**src/hdl/u8u16_pkg.sv**
```systemverilog
// shared types and constants of the utf-8 to utf-16 transcoder
`timescale 1ns / 1ps

package u8u16_pkg;

	// status codes carried on the terminator result
	localparam logic [1:0] ST_OK      = 2'd0;
	localparam logic [1:0] ST_INVALID = 2'd1;
	localparam logic [1:0] ST_FULL    = 2'd2;

	// configuration register indexes
	localparam logic REG_BUFFER_UNITS = 1'b0;
	localparam logic REG_COUNT_ONLY   = 1'b1;

	localparam logic [15:0] BUFFER_UNITS_RESET = 16'd256;

	localparam logic [20:0] CP_SUPP_BASE = 21'h010000;
	localparam logic [20:0] CP_MAX       = 21'h10FFFF;
	localparam logic [15:0] SURR_HI_BASE = 16'hD800;
	localparam logic [15:0] SURR_LO_BASE = 16'hDC00;

	localparam int RES_FIFO_DEPTH = 4;

	typedef struct packed {
		logic [20:0] partial;
		logic [1:0]  pending;
		logic [15:0] units;
		logic        halted;
		logic [1:0]  cause;
	} dec_state_t;

	typedef struct packed {
		logic [15:0] code_unit;
		logic        end_of_string;
		logic        last_for_byte;
		logic [15:0] unit_count;
		logic [1:0]  status;
	} res_t;

	typedef struct packed {
		logic [1:0] count;
		res_t       first;
		res_t       second;
	} dec_out_t;

endpackage

```
**src/hdl/utf8_to_utf16_transcoder_unit.sv**
```systemverilog
// top level of the utf-8 to utf-16 transcoder
`timescale 1ns / 1ps

// channel  direction  handshake            payload
// in       sink       in_valid/in_stall    data_byte
// out      source     out_valid/out_stall  code_unit end_of_string last_for_byte
//                                          unit_count status
// cfg      sink       cfg_valid/cfg_ready  cfg_index cfg_data
//
// one byte is taken per cycle while in_stall is low; its results enter
// the queue at that edge and are offered from the next cycle
// a surrogate pair leaves as two units, one per cycle while out_stall is low
// in_stall rises only when the result queue lacks room for two more results
// reset clears the string state and the queue; buffer_units returns to 256

module utf8_to_utf16_transcoder_unit import u8u16_pkg::*; #(
	parameter int FIFO_DEPTH = RES_FIFO_DEPTH
) (
	input  logic        clk,
	input  logic        arst_n,
	input  logic        in_valid,
	output logic        in_stall,
	input  logic [7:0]  data_byte,
	output logic        out_valid,
	input  logic        out_stall,
	output logic [15:0] code_unit,
	output logic        end_of_string,
	output logic        last_for_byte,
	output logic [15:0] unit_count,
	output logic [1:0]  status,
	input  logic        cfg_valid,
	output logic        cfg_ready,
	input  logic        cfg_index,
	input  logic [15:0] cfg_data
);

	logic [15:0] buffer_units_q;
	logic        count_only_q;
	dec_state_t  state_q;
	dec_state_t  state_next;
	dec_out_t    dec_res;
	logic        in_take;
	logic        room_for_two;
	res_t        head;
	logic [1:0]  push_count;

	assign cfg_ready = 1'b1;
	assign in_stall  = !room_for_two;
	assign in_take   = in_valid && room_for_two;

	always_ff @(posedge clk or negedge arst_n) begin
		if (!arst_n) begin
			buffer_units_q <= BUFFER_UNITS_RESET;
			count_only_q   <= 1'b0;
		end else if (cfg_valid) begin
			unique case (cfg_index)
				REG_BUFFER_UNITS: buffer_units_q <= cfg_data;
				REG_COUNT_ONLY:   count_only_q   <= cfg_data[0];
				default:          buffer_units_q <= buffer_units_q;
			endcase
		end
	end

	u8u16_decode u_decode (
		.data_byte    (data_byte),
		.st           (state_q),
		.buffer_units (buffer_units_q),
		.count_only   (count_only_q),
		.nxt          (state_next),
		.res          (dec_res)
	);

	always_ff @(posedge clk or negedge arst_n) begin
		if (!arst_n) begin
			state_q <= '0;
		end else if (in_take) begin
			state_q <= state_next;
		end
	end

	assign push_count = in_take ? dec_res.count : 2'd0;

	u8u16_res_fifo #(
		.DEPTH (FIFO_DEPTH)
	) u_res_fifo (
		.clk          (clk),
		.arst_n       (arst_n),
		.push_count   (push_count),
		.push_first   (dec_res.first),
		.push_second  (dec_res.second),
		.pop          (!out_stall),
		.head_valid   (out_valid),
		.head         (head),
		.room_for_two (room_for_two)
	);

	assign code_unit     = head.code_unit;
	assign end_of_string = head.end_of_string;
	assign last_for_byte = head.last_for_byte;
	assign unit_count    = head.unit_count;
	assign status        = head.status;

	// second half of a surrogate pair is already queued behind the first
	a_pair_follows: assert property (@(posedge clk) disable iff (!arst_n)
		(out_valid && !out_stall && !last_for_byte) |=> out_valid)
		else $error("low surrogate missing after high surrogate");

	// a terminator item always leaves a result behind
	a_term_result: assert property (@(posedge clk) disable iff (!arst_n)
		(in_valid && !in_stall && data_byte == 8'h00) |=> out_valid)
		else $error("no result queued for terminator item");

	// halt status only ever rides on the terminator result
	a_status_eos: assert property (@(posedge clk) disable iff (!arst_n)
		(out_valid && status != ST_OK) |-> (end_of_string && last_for_byte))
		else $error("nonzero status on a unit result");

endmodule

```
**src/hdl/u8u16_decode.sv**
```systemverilog
// byte decoder: next string state and up to two results for one input byte
`timescale 1ns / 1ps

module u8u16_decode import u8u16_pkg::*; (
	input  logic [7:0]  data_byte,
	input  dec_state_t  st,
	input  logic [15:0] buffer_units,
	input  logic        count_only,
	output dec_state_t  nxt,
	output dec_out_t    res
);

	logic        emit_go;
	logic        stop_go;
	logic [1:0]  stop_cause;
	logic [20:0] cp;
	logic [20:0] gathered;
	logic [20:0] v_full;
	logic        need_pair;
	logic [15:0] u1;
	logic [15:0] u2;
	logic [16:0] need_total;

	// saturating unit counts after one and two more units
	assign u1 = (st.units == 16'hFFFF) ? st.units : st.units + 16'd1;
	assign u2 = (u1 == 16'hFFFF) ? u1 : u1 + 16'd1;

	assign gathered = {st.partial[14:0], data_byte[5:0]};

	always_comb begin
		nxt        = st;
		res        = '0;
		emit_go    = 1'b0;
		stop_go    = 1'b0;
		stop_cause = ST_OK;
		cp         = '0;

		if (data_byte == 8'h00) begin
			// terminator: a sequence left open counts as a bad continuation
			res.count                = 2'd1;
			res.first.end_of_string  = 1'b1;
			res.first.last_for_byte  = 1'b1;
			res.first.unit_count     = st.units;
			if (st.halted) begin
				res.first.status = st.cause;
			end else if (st.pending != 2'd0) begin
				res.first.status = ST_INVALID;
			end else begin
				res.first.status = ST_OK;
			end
			nxt = '0;
		end else if (!st.halted) begin
			if (st.pending != 2'd0) begin
				if (data_byte[7:6] != 2'b10) begin
					stop_go    = 1'b1;
					stop_cause = ST_INVALID;
				end else begin
					nxt.pending = st.pending - 2'd1;
					if (st.pending == 2'd1) begin
						emit_go     = 1'b1;
						cp          = gathered;
						nxt.partial = '0;
					end else begin
						nxt.partial = gathered;
					end
				end
			end else if (!data_byte[7]) begin
				emit_go = 1'b1;
				cp      = {13'd0, data_byte};
			end else if (data_byte[7:5] == 3'b110) begin
				nxt.partial = {16'd0, data_byte[4:0]};
				nxt.pending = 2'd1;
			end else if (data_byte[7:4] == 4'b1110) begin
				nxt.partial = {17'd0, data_byte[3:0]};
				nxt.pending = 2'd2;
			end else if (data_byte[7:3] == 5'b11110) begin
				nxt.partial = {18'd0, data_byte[2:0]};
				nxt.pending = 2'd3;
			end else begin
				stop_go    = 1'b1;
				stop_cause = ST_INVALID;
			end
		end

		need_pair  = (cp >= CP_SUPP_BASE);
		v_full     = cp - CP_SUPP_BASE;
		need_total = {1'b0, st.units} + (need_pair ? 17'd2 : 17'd1);

		if (emit_go) begin
			if (cp > CP_MAX) begin
				stop_go    = 1'b1;
				stop_cause = ST_INVALID;
			end else if (count_only) begin
				nxt.units = need_pair ? u2 : u1;
			end else if (need_total >= {1'b0, buffer_units}) begin
				// one unit stays free for the terminator
				stop_go    = 1'b1;
				stop_cause = ST_FULL;
			end else if (!need_pair) begin
				res.count                = 2'd1;
				res.first.code_unit      = cp[15:0];
				res.first.last_for_byte  = 1'b1;
				res.first.unit_count     = u1;
				res.first.status         = ST_OK;
				nxt.units                = u1;
			end else begin
				res.count                = 2'd2;
				res.first.code_unit      = SURR_HI_BASE | {6'd0, v_full[19:10]};
				res.first.unit_count     = u1;
				res.first.status         = ST_OK;
				res.second.code_unit     = SURR_LO_BASE | {6'd0, v_full[9:0]};
				res.second.last_for_byte = 1'b1;
				res.second.unit_count    = u2;
				res.second.status        = ST_OK;
				nxt.units                = u2;
			end
		end

		if (stop_go) begin
			nxt.halted  = 1'b1;
			nxt.cause   = stop_cause;
			nxt.pending = 2'd0;
			nxt.partial = '0;
		end
	end

endmodule

```
**src/hdl/u8u16_res_fifo.sv**
```systemverilog
// result queue: takes up to two results a cycle, hands out one when popped
`timescale 1ns / 1ps

module u8u16_res_fifo import u8u16_pkg::*; #(
	parameter int DEPTH = RES_FIFO_DEPTH
) (
	input  logic       clk,
	input  logic       arst_n,
	input  logic [1:0] push_count,
	input  res_t       push_first,
	input  res_t       push_second,
	input  logic       pop,
	output logic       head_valid,
	output res_t       head,
	output logic       room_for_two
);

	localparam int PW = (DEPTH > 1) ? $clog2(DEPTH) : 1;
	localparam int CW = $clog2(DEPTH + 1);
	localparam logic [PW-1:0] LAST_PTR = PW'(DEPTH - 1);
	localparam logic [CW-1:0] TWO_BELOW = CW'(DEPTH - 2);

	res_t          mem_q [DEPTH];
	logic [PW-1:0] wr_ptr_q;
	logic [PW-1:0] rd_ptr_q;
	logic [CW-1:0] count_q;
	logic [PW-1:0] wr_ptr_p1;
	logic [PW-1:0] wr_ptr_p2;
	logic          do_pop;

	function automatic logic [PW-1:0] step_ptr(input logic [PW-1:0] p);
		step_ptr = (p == LAST_PTR) ? '0 : p + PW'(1);
	endfunction

	assign wr_ptr_p1    = step_ptr(wr_ptr_q);
	assign wr_ptr_p2    = step_ptr(wr_ptr_p1);
	assign head_valid   = (count_q != '0);
	assign head         = mem_q[rd_ptr_q];
	assign do_pop       = pop && head_valid;
	assign room_for_two = (count_q <= TWO_BELOW);

	always_ff @(posedge clk) begin
		if (push_count != 2'd0) begin
			mem_q[wr_ptr_q] <= push_first;
		end
		if (push_count == 2'd2) begin
			mem_q[wr_ptr_p1] <= push_second;
		end
	end

	always_ff @(posedge clk or negedge arst_n) begin
		if (!arst_n) begin
			wr_ptr_q <= '0;
			rd_ptr_q <= '0;
			count_q  <= '0;
		end else begin
			if (push_count == 2'd1) begin
				wr_ptr_q <= wr_ptr_p1;
			end else if (push_count == 2'd2) begin
				wr_ptr_q <= wr_ptr_p2;
			end
			if (do_pop) begin
				rd_ptr_q <= step_ptr(rd_ptr_q);
			end
			count_q <= count_q + CW'(push_count) - CW'(do_pop);
		end
	end

endmodule
```
**config.mk**
```make
export PLATFORM = sky130hd
export DESIGN_NAME = utf8_to_utf16_transcoder_unit
export DESIGN_NICKNAME = d
export VERILOG_FILES = /design/src/hdl/u8u16_pkg.sv /design/src/hdl/utf8_to_utf16_transcoder_unit.sv /design/src/hdl/u8u16_decode.sv /design/src/hdl/u8u16_res_fifo.sv
export SDC_FILE = /design/constraint.sdc
export NUM_CORES = 1
export LEC_CHECK = 0
export BUFFER_PORTS_ARGS = -buffer_cell sky130_fd_sc_hd__buf_2
export CAP_MARGIN = 20
export CELL_PAD_IN_SITES_DETAIL_PLACEMENT = 1
export CELL_PAD_IN_SITES_GLOBAL_PLACEMENT = 2
export CORE_MARGIN = 2
export CORE_UTILIZATION = 39
export DETAILED_ROUTE_END_ITERATION = 10
export GPL_TIMING_DRIVEN = 0
export PLACE_DENSITY_LB_ADDON = 0.1
export SYNTH_ARGS = -nofsm -noshare
export SYNTH_HDL_FRONTEND = slang
export SYNTH_SLANG_ARGS = --single-unit
export TNS_END_PERCENT = 20
```
**constraint.sdc**
```tcl
create_clock -name clk -period 15.1 [get_ports clk]
set_clock_uncertainty 0.1 [all_clocks]
set_input_delay 1.51 -clock clk [delete_from_list [all_inputs] [get_ports clk]]
set_output_delay 1.51 -clock clk [all_outputs]
set_load 0.05 [all_outputs]
```
==> flow_metrics.py <==
metrics = {
    "outcome": {
        "status": "complete, no violations",
    },
    "setup_path": {
        "critPathMaxFanout": 11,
        "timing_worst_setup_path_type": "in2reg",
        "required_ns": 15.25,
        "endpoint_kind": "flop",
        "crit_path_max_incr_delay_ns": 0.59,
        "crit_top_cell": "clkbuf_1",
        "arrival_ns": 12.43,
        "cpMaxStageDelayCell": "clkbuf_1",
        "setup.worst_path.start_class": "primary input",
    },
    "drt": {
        "drt-total-wl_um": 44780,
        "wl_per_cell_um": 25.78,
        "via_per_inst": 6.149,
        "final_antenna_net_count": 0,
        "dr_total_vias": 10680,
        "first_iter_violations": 837,
        "remaining_drc_errors": 0,
        "first_pass_iters": 5,
    },
    "global_route": {
        "antenna_found_initial": 0,
        "track_usage_pct": 27.21,
        "grt_pass1_wl_um": 68140,
        "grt.overflow.total": 0,
        "grt_max_degree": 61,
        "grt_pass1_vias": 10900,
    },
    "clock_tree": {
        "clock_latency_ns": 0.54,
        "cts_max_level": 1,
        "tritoncts": "yes",
        "root_buffer": "clkbuf_16",
        "cts.reportedPaths.clkPinSlew_ns": 0.06,
        "cts.sink_count": 204,
        "cts_resized": 0,
        "cts_buffers": 26,
        "postCtsSetupBuffers": 0,
        "clockBufferDepth": 3,
        "hold_buffers": 0,
    },
    "finish": {
        "layout.cells.non_filler": 1737,
        "syn2layout_area_growth_pct": 15.46,
        "diodes": 0,
        "fill_cells": 3499,
        "mostFrequentLayoutCell": "edfxtp_1",
        "mostFrequentLayoutCells": "edfxtp_1, nand2_1, o21ai_0",
        "drive_above_1_share_pct": 17.60,
        "nNetsFinal": 1383,
    },
    "logic_synthesis": {
        "yosys_warnings": 0,
        "syn_area_um2": 12370,
        "synth_nets": 1285,
        "synthFlopType": "edfxtp_1",
        "post_synth_inst_count": 1217,
        "syn_avg_cell_area_um2": 10.17,
        "ys_seq_area_share_pct": 45.80,
        "ys_ff_latch": 204,
        "synth_edf_count": 128,
        "async_flop_share_pct": 29.41,
        "yosysUniqueCellTypes": 89,
    },
    "flow_run": {
        "maxCapViolations": 0,
    },
    "sta": {
        "rsz0062_at_grt": "no",
        "finalHoldViolations": 0,
        "setup-violations-final": 0,
        "worstMarginPinSlew_ns": 1.052,
        "fin_setup_tns_ns": 0,
        "finalCriticalPeriod_ns": 12.28,
        "relSlewSlack_pct": 29.86,
        "finalCritPeriodShare_pct": 81.33,
        "max_freq_mhz": 81.42,
        "slew_viol_final": 0,
    },
    "placement": {
        "post-place-cells": 1688,
        "hpwl_um": 32660,
        "portBuffers": 65,
        "place_congestion": 0.8655,
    },
    "floorplanning": {
        "core_um2": 31390,
        "die_area_um2": 33170,
        "io_pins": 69,
        "rows": 65,
        "die_h_um": 182.1,
        "initial_utilization_pct": 39.41,
        "die_w_um": 182.1,
    },
    "power": {
        "vdd_drop_max_uv": 103.3,
        "p_leak_nw": 5.069,
        "pwr_density_cell_nw_per_um2": 138.6,
    },
    "worst_hold_path": {
        "hp-class": "reg2reg",
    },
}
## cells in the mapped netlist (5+ instances only)
master | n | area (um^2)
a21o_1 | 7 | 52.55
a21oi_1 | 57 | 285.3
a22o_1 | 24 | 210.2
a22oi_1 | 25 | 187.7
and2_1 | 8 | 50.05
and3_1 | 12 | 75.07
and3b_1 | 6 | 52.55
and4_1 | 6 | 52.55
buf_1 | 7 | 26.28
buf_2 | 28 | 140.1
buf_4 | 5 | 37.54
clkbuf_1 | 54 | 202.7
dfrtp_1 | 59 | 1476
dfxtp_1 | 16 | 320.3
edfxtp_1 | 128 | 3844
ha_1 | 36 | 450.4
inv_1 | 36 | 135.1
mux2_2 | 7 | 78.83
mux2i_1 | 5 | 50.05
mux4_2 | 36 | 810.8
nand2_1 | 122 | 457.9
nand3_1 | 77 | 385.4
nand3b_1 | 5 | 37.54
nand4_1 | 11 | 68.82
nor2_1 | 69 | 259.0
nor2_2 | 6 | 37.54
nor2b_1 | 7 | 43.79
nor3_1 | 26 | 130.1
nor4_1 | 6 | 37.54
o21a_1 | 5 | 37.54
o21ai_0 | 118 | 590.6
o21ai_1 | 6 | 30.03
o22ai_1 | 47 | 294.0
o32ai_1 | 5 | 43.79
or3_1 | 6 | 37.54
xnor2_1 | 28 | 245.2
xor2_1 | 16 | 140.1
## layout make-up
class	count	area [um^2]	share of cell area [%]
multi-input combinational	879	6137	42.96
sequential	204	5667	39.67
clock buffer	33	738.2	5.167
tap	402	503.0	3.521
timing repair buffer	70	445.4	3.118
buffer	97	440.4	3.083
clock inverter	15	216.5	1.515
inverter	37	138.9	0.9721
## metrics by stage
step | utilization, % | area [um^2] | total power [mW] | hold slack [ns] | setup WS, ns
global route | 45.51 | 14290 | 2.061 | 0.4154 | 2.144
CTS | 45.46 | 14270 | 1.987 | 0.3853 | 2.928
detailed placement | 42.42 | 13320 | 1.300 | 0.3713 | 2.410
global placement | 42.05 | 13200 | 1.291 | 0.3497 | 1.625
finish | 45.51 | 14290 | 1.980 | 0.3801 | 2.819
floorplan | - | 12370 | 1.126 | 0.3383 | 5.704
## worst max-delay path: cells and delay by family
kind | cells | cell delay (ns)
xor gates and xnor gates | 1 | 0.21
adders and majority gates | 5 | 1.40
buffers and inverters | 16 | 4.99
AOI/OAI and AO/OA | 6 | 1.27
and+or+nand+nor | 10 | 3.02
## flip-flops by register name (all words and copies together), names as in the netlist
register	flops
u_res_fifo.mem_q	144
count_only_q	1
u_res_fifo.wr_ptr_q	2
buffer_units_q	16
state_q	36
u_res_fifo.rd_ptr_q	2
u_res_fifo.count_q	3
## routing by layer
| layer | global-route usage, % | part of all wire, % |
|---|---|---|
| met5 | 0 | 0 |
| met4 | 8.742 | 2.9 |
| met3 | 3.652 | 6.3 |
| met2 | 43.45 | 45 |
| met1 | 38.45 | 45 |
## cell families (layout without fill, tap and decap cells)
logic type / count (synthesis) / after routing / share of synthesized area (%)
adders and majority gates: 38 / 38 / 3.964
xor gates and xnor gates: 45 / 45 / 3.246
and+or+nand+nor: 396 / 396 / 16.03
muxes: 49 / 49 / 7.685
other: 1 / 1 / 0.03031
AOI/OAI and AO/OA: 350 / 350 / 18.57
DFF: 204 / 204 / 45.80
buffers and inverters: 134 / 252 / 4.682
## report_power, final
group	switching, mW	total [mW]	internal, mW
clock	0.257	0.688	0.431
combinational	0.439	0.642	0.202
sequential	0.0267	0.650	0.624
total	0.723	1.98	1.26
## path summary, 6_finish.rpt
kind | start | to | slack, ns | cells after the start
worst max-delay path | data_byte[6] | u_res_fifo.mem_q[3][3]$_DFFE_PP_ | 2.82 | 38
worst min-delay path | u_res_fifo.mem_q[3][0]$_SDFFE_PP0N_ | u_res_fifo.mem_q[3][0]$_SDFFE_PP0N_ | 0.38 | 2
worst max register to register | state_q[20]$_DFFE_PN0P_ | u_res_fifo.mem_q[3][3]$_DFFE_PP_ | 3.67 | 36
worst min register to register | u_res_fifo.mem_q[3][0]$_SDFFE_PP0N_ | u_res_fifo.mem_q[3][0]$_SDFFE_PP0N_ | 0.38 | 2
max in group asynchronous | arst_n | state_q[33]$_DFFE_PN0P_ | 13.35 | 1
min in group asynchronous | arst_n | buffer_units_q[11]$_DFFE_PN0P_ | 0.97 | 1
Power figures use the tool's default switching activity.
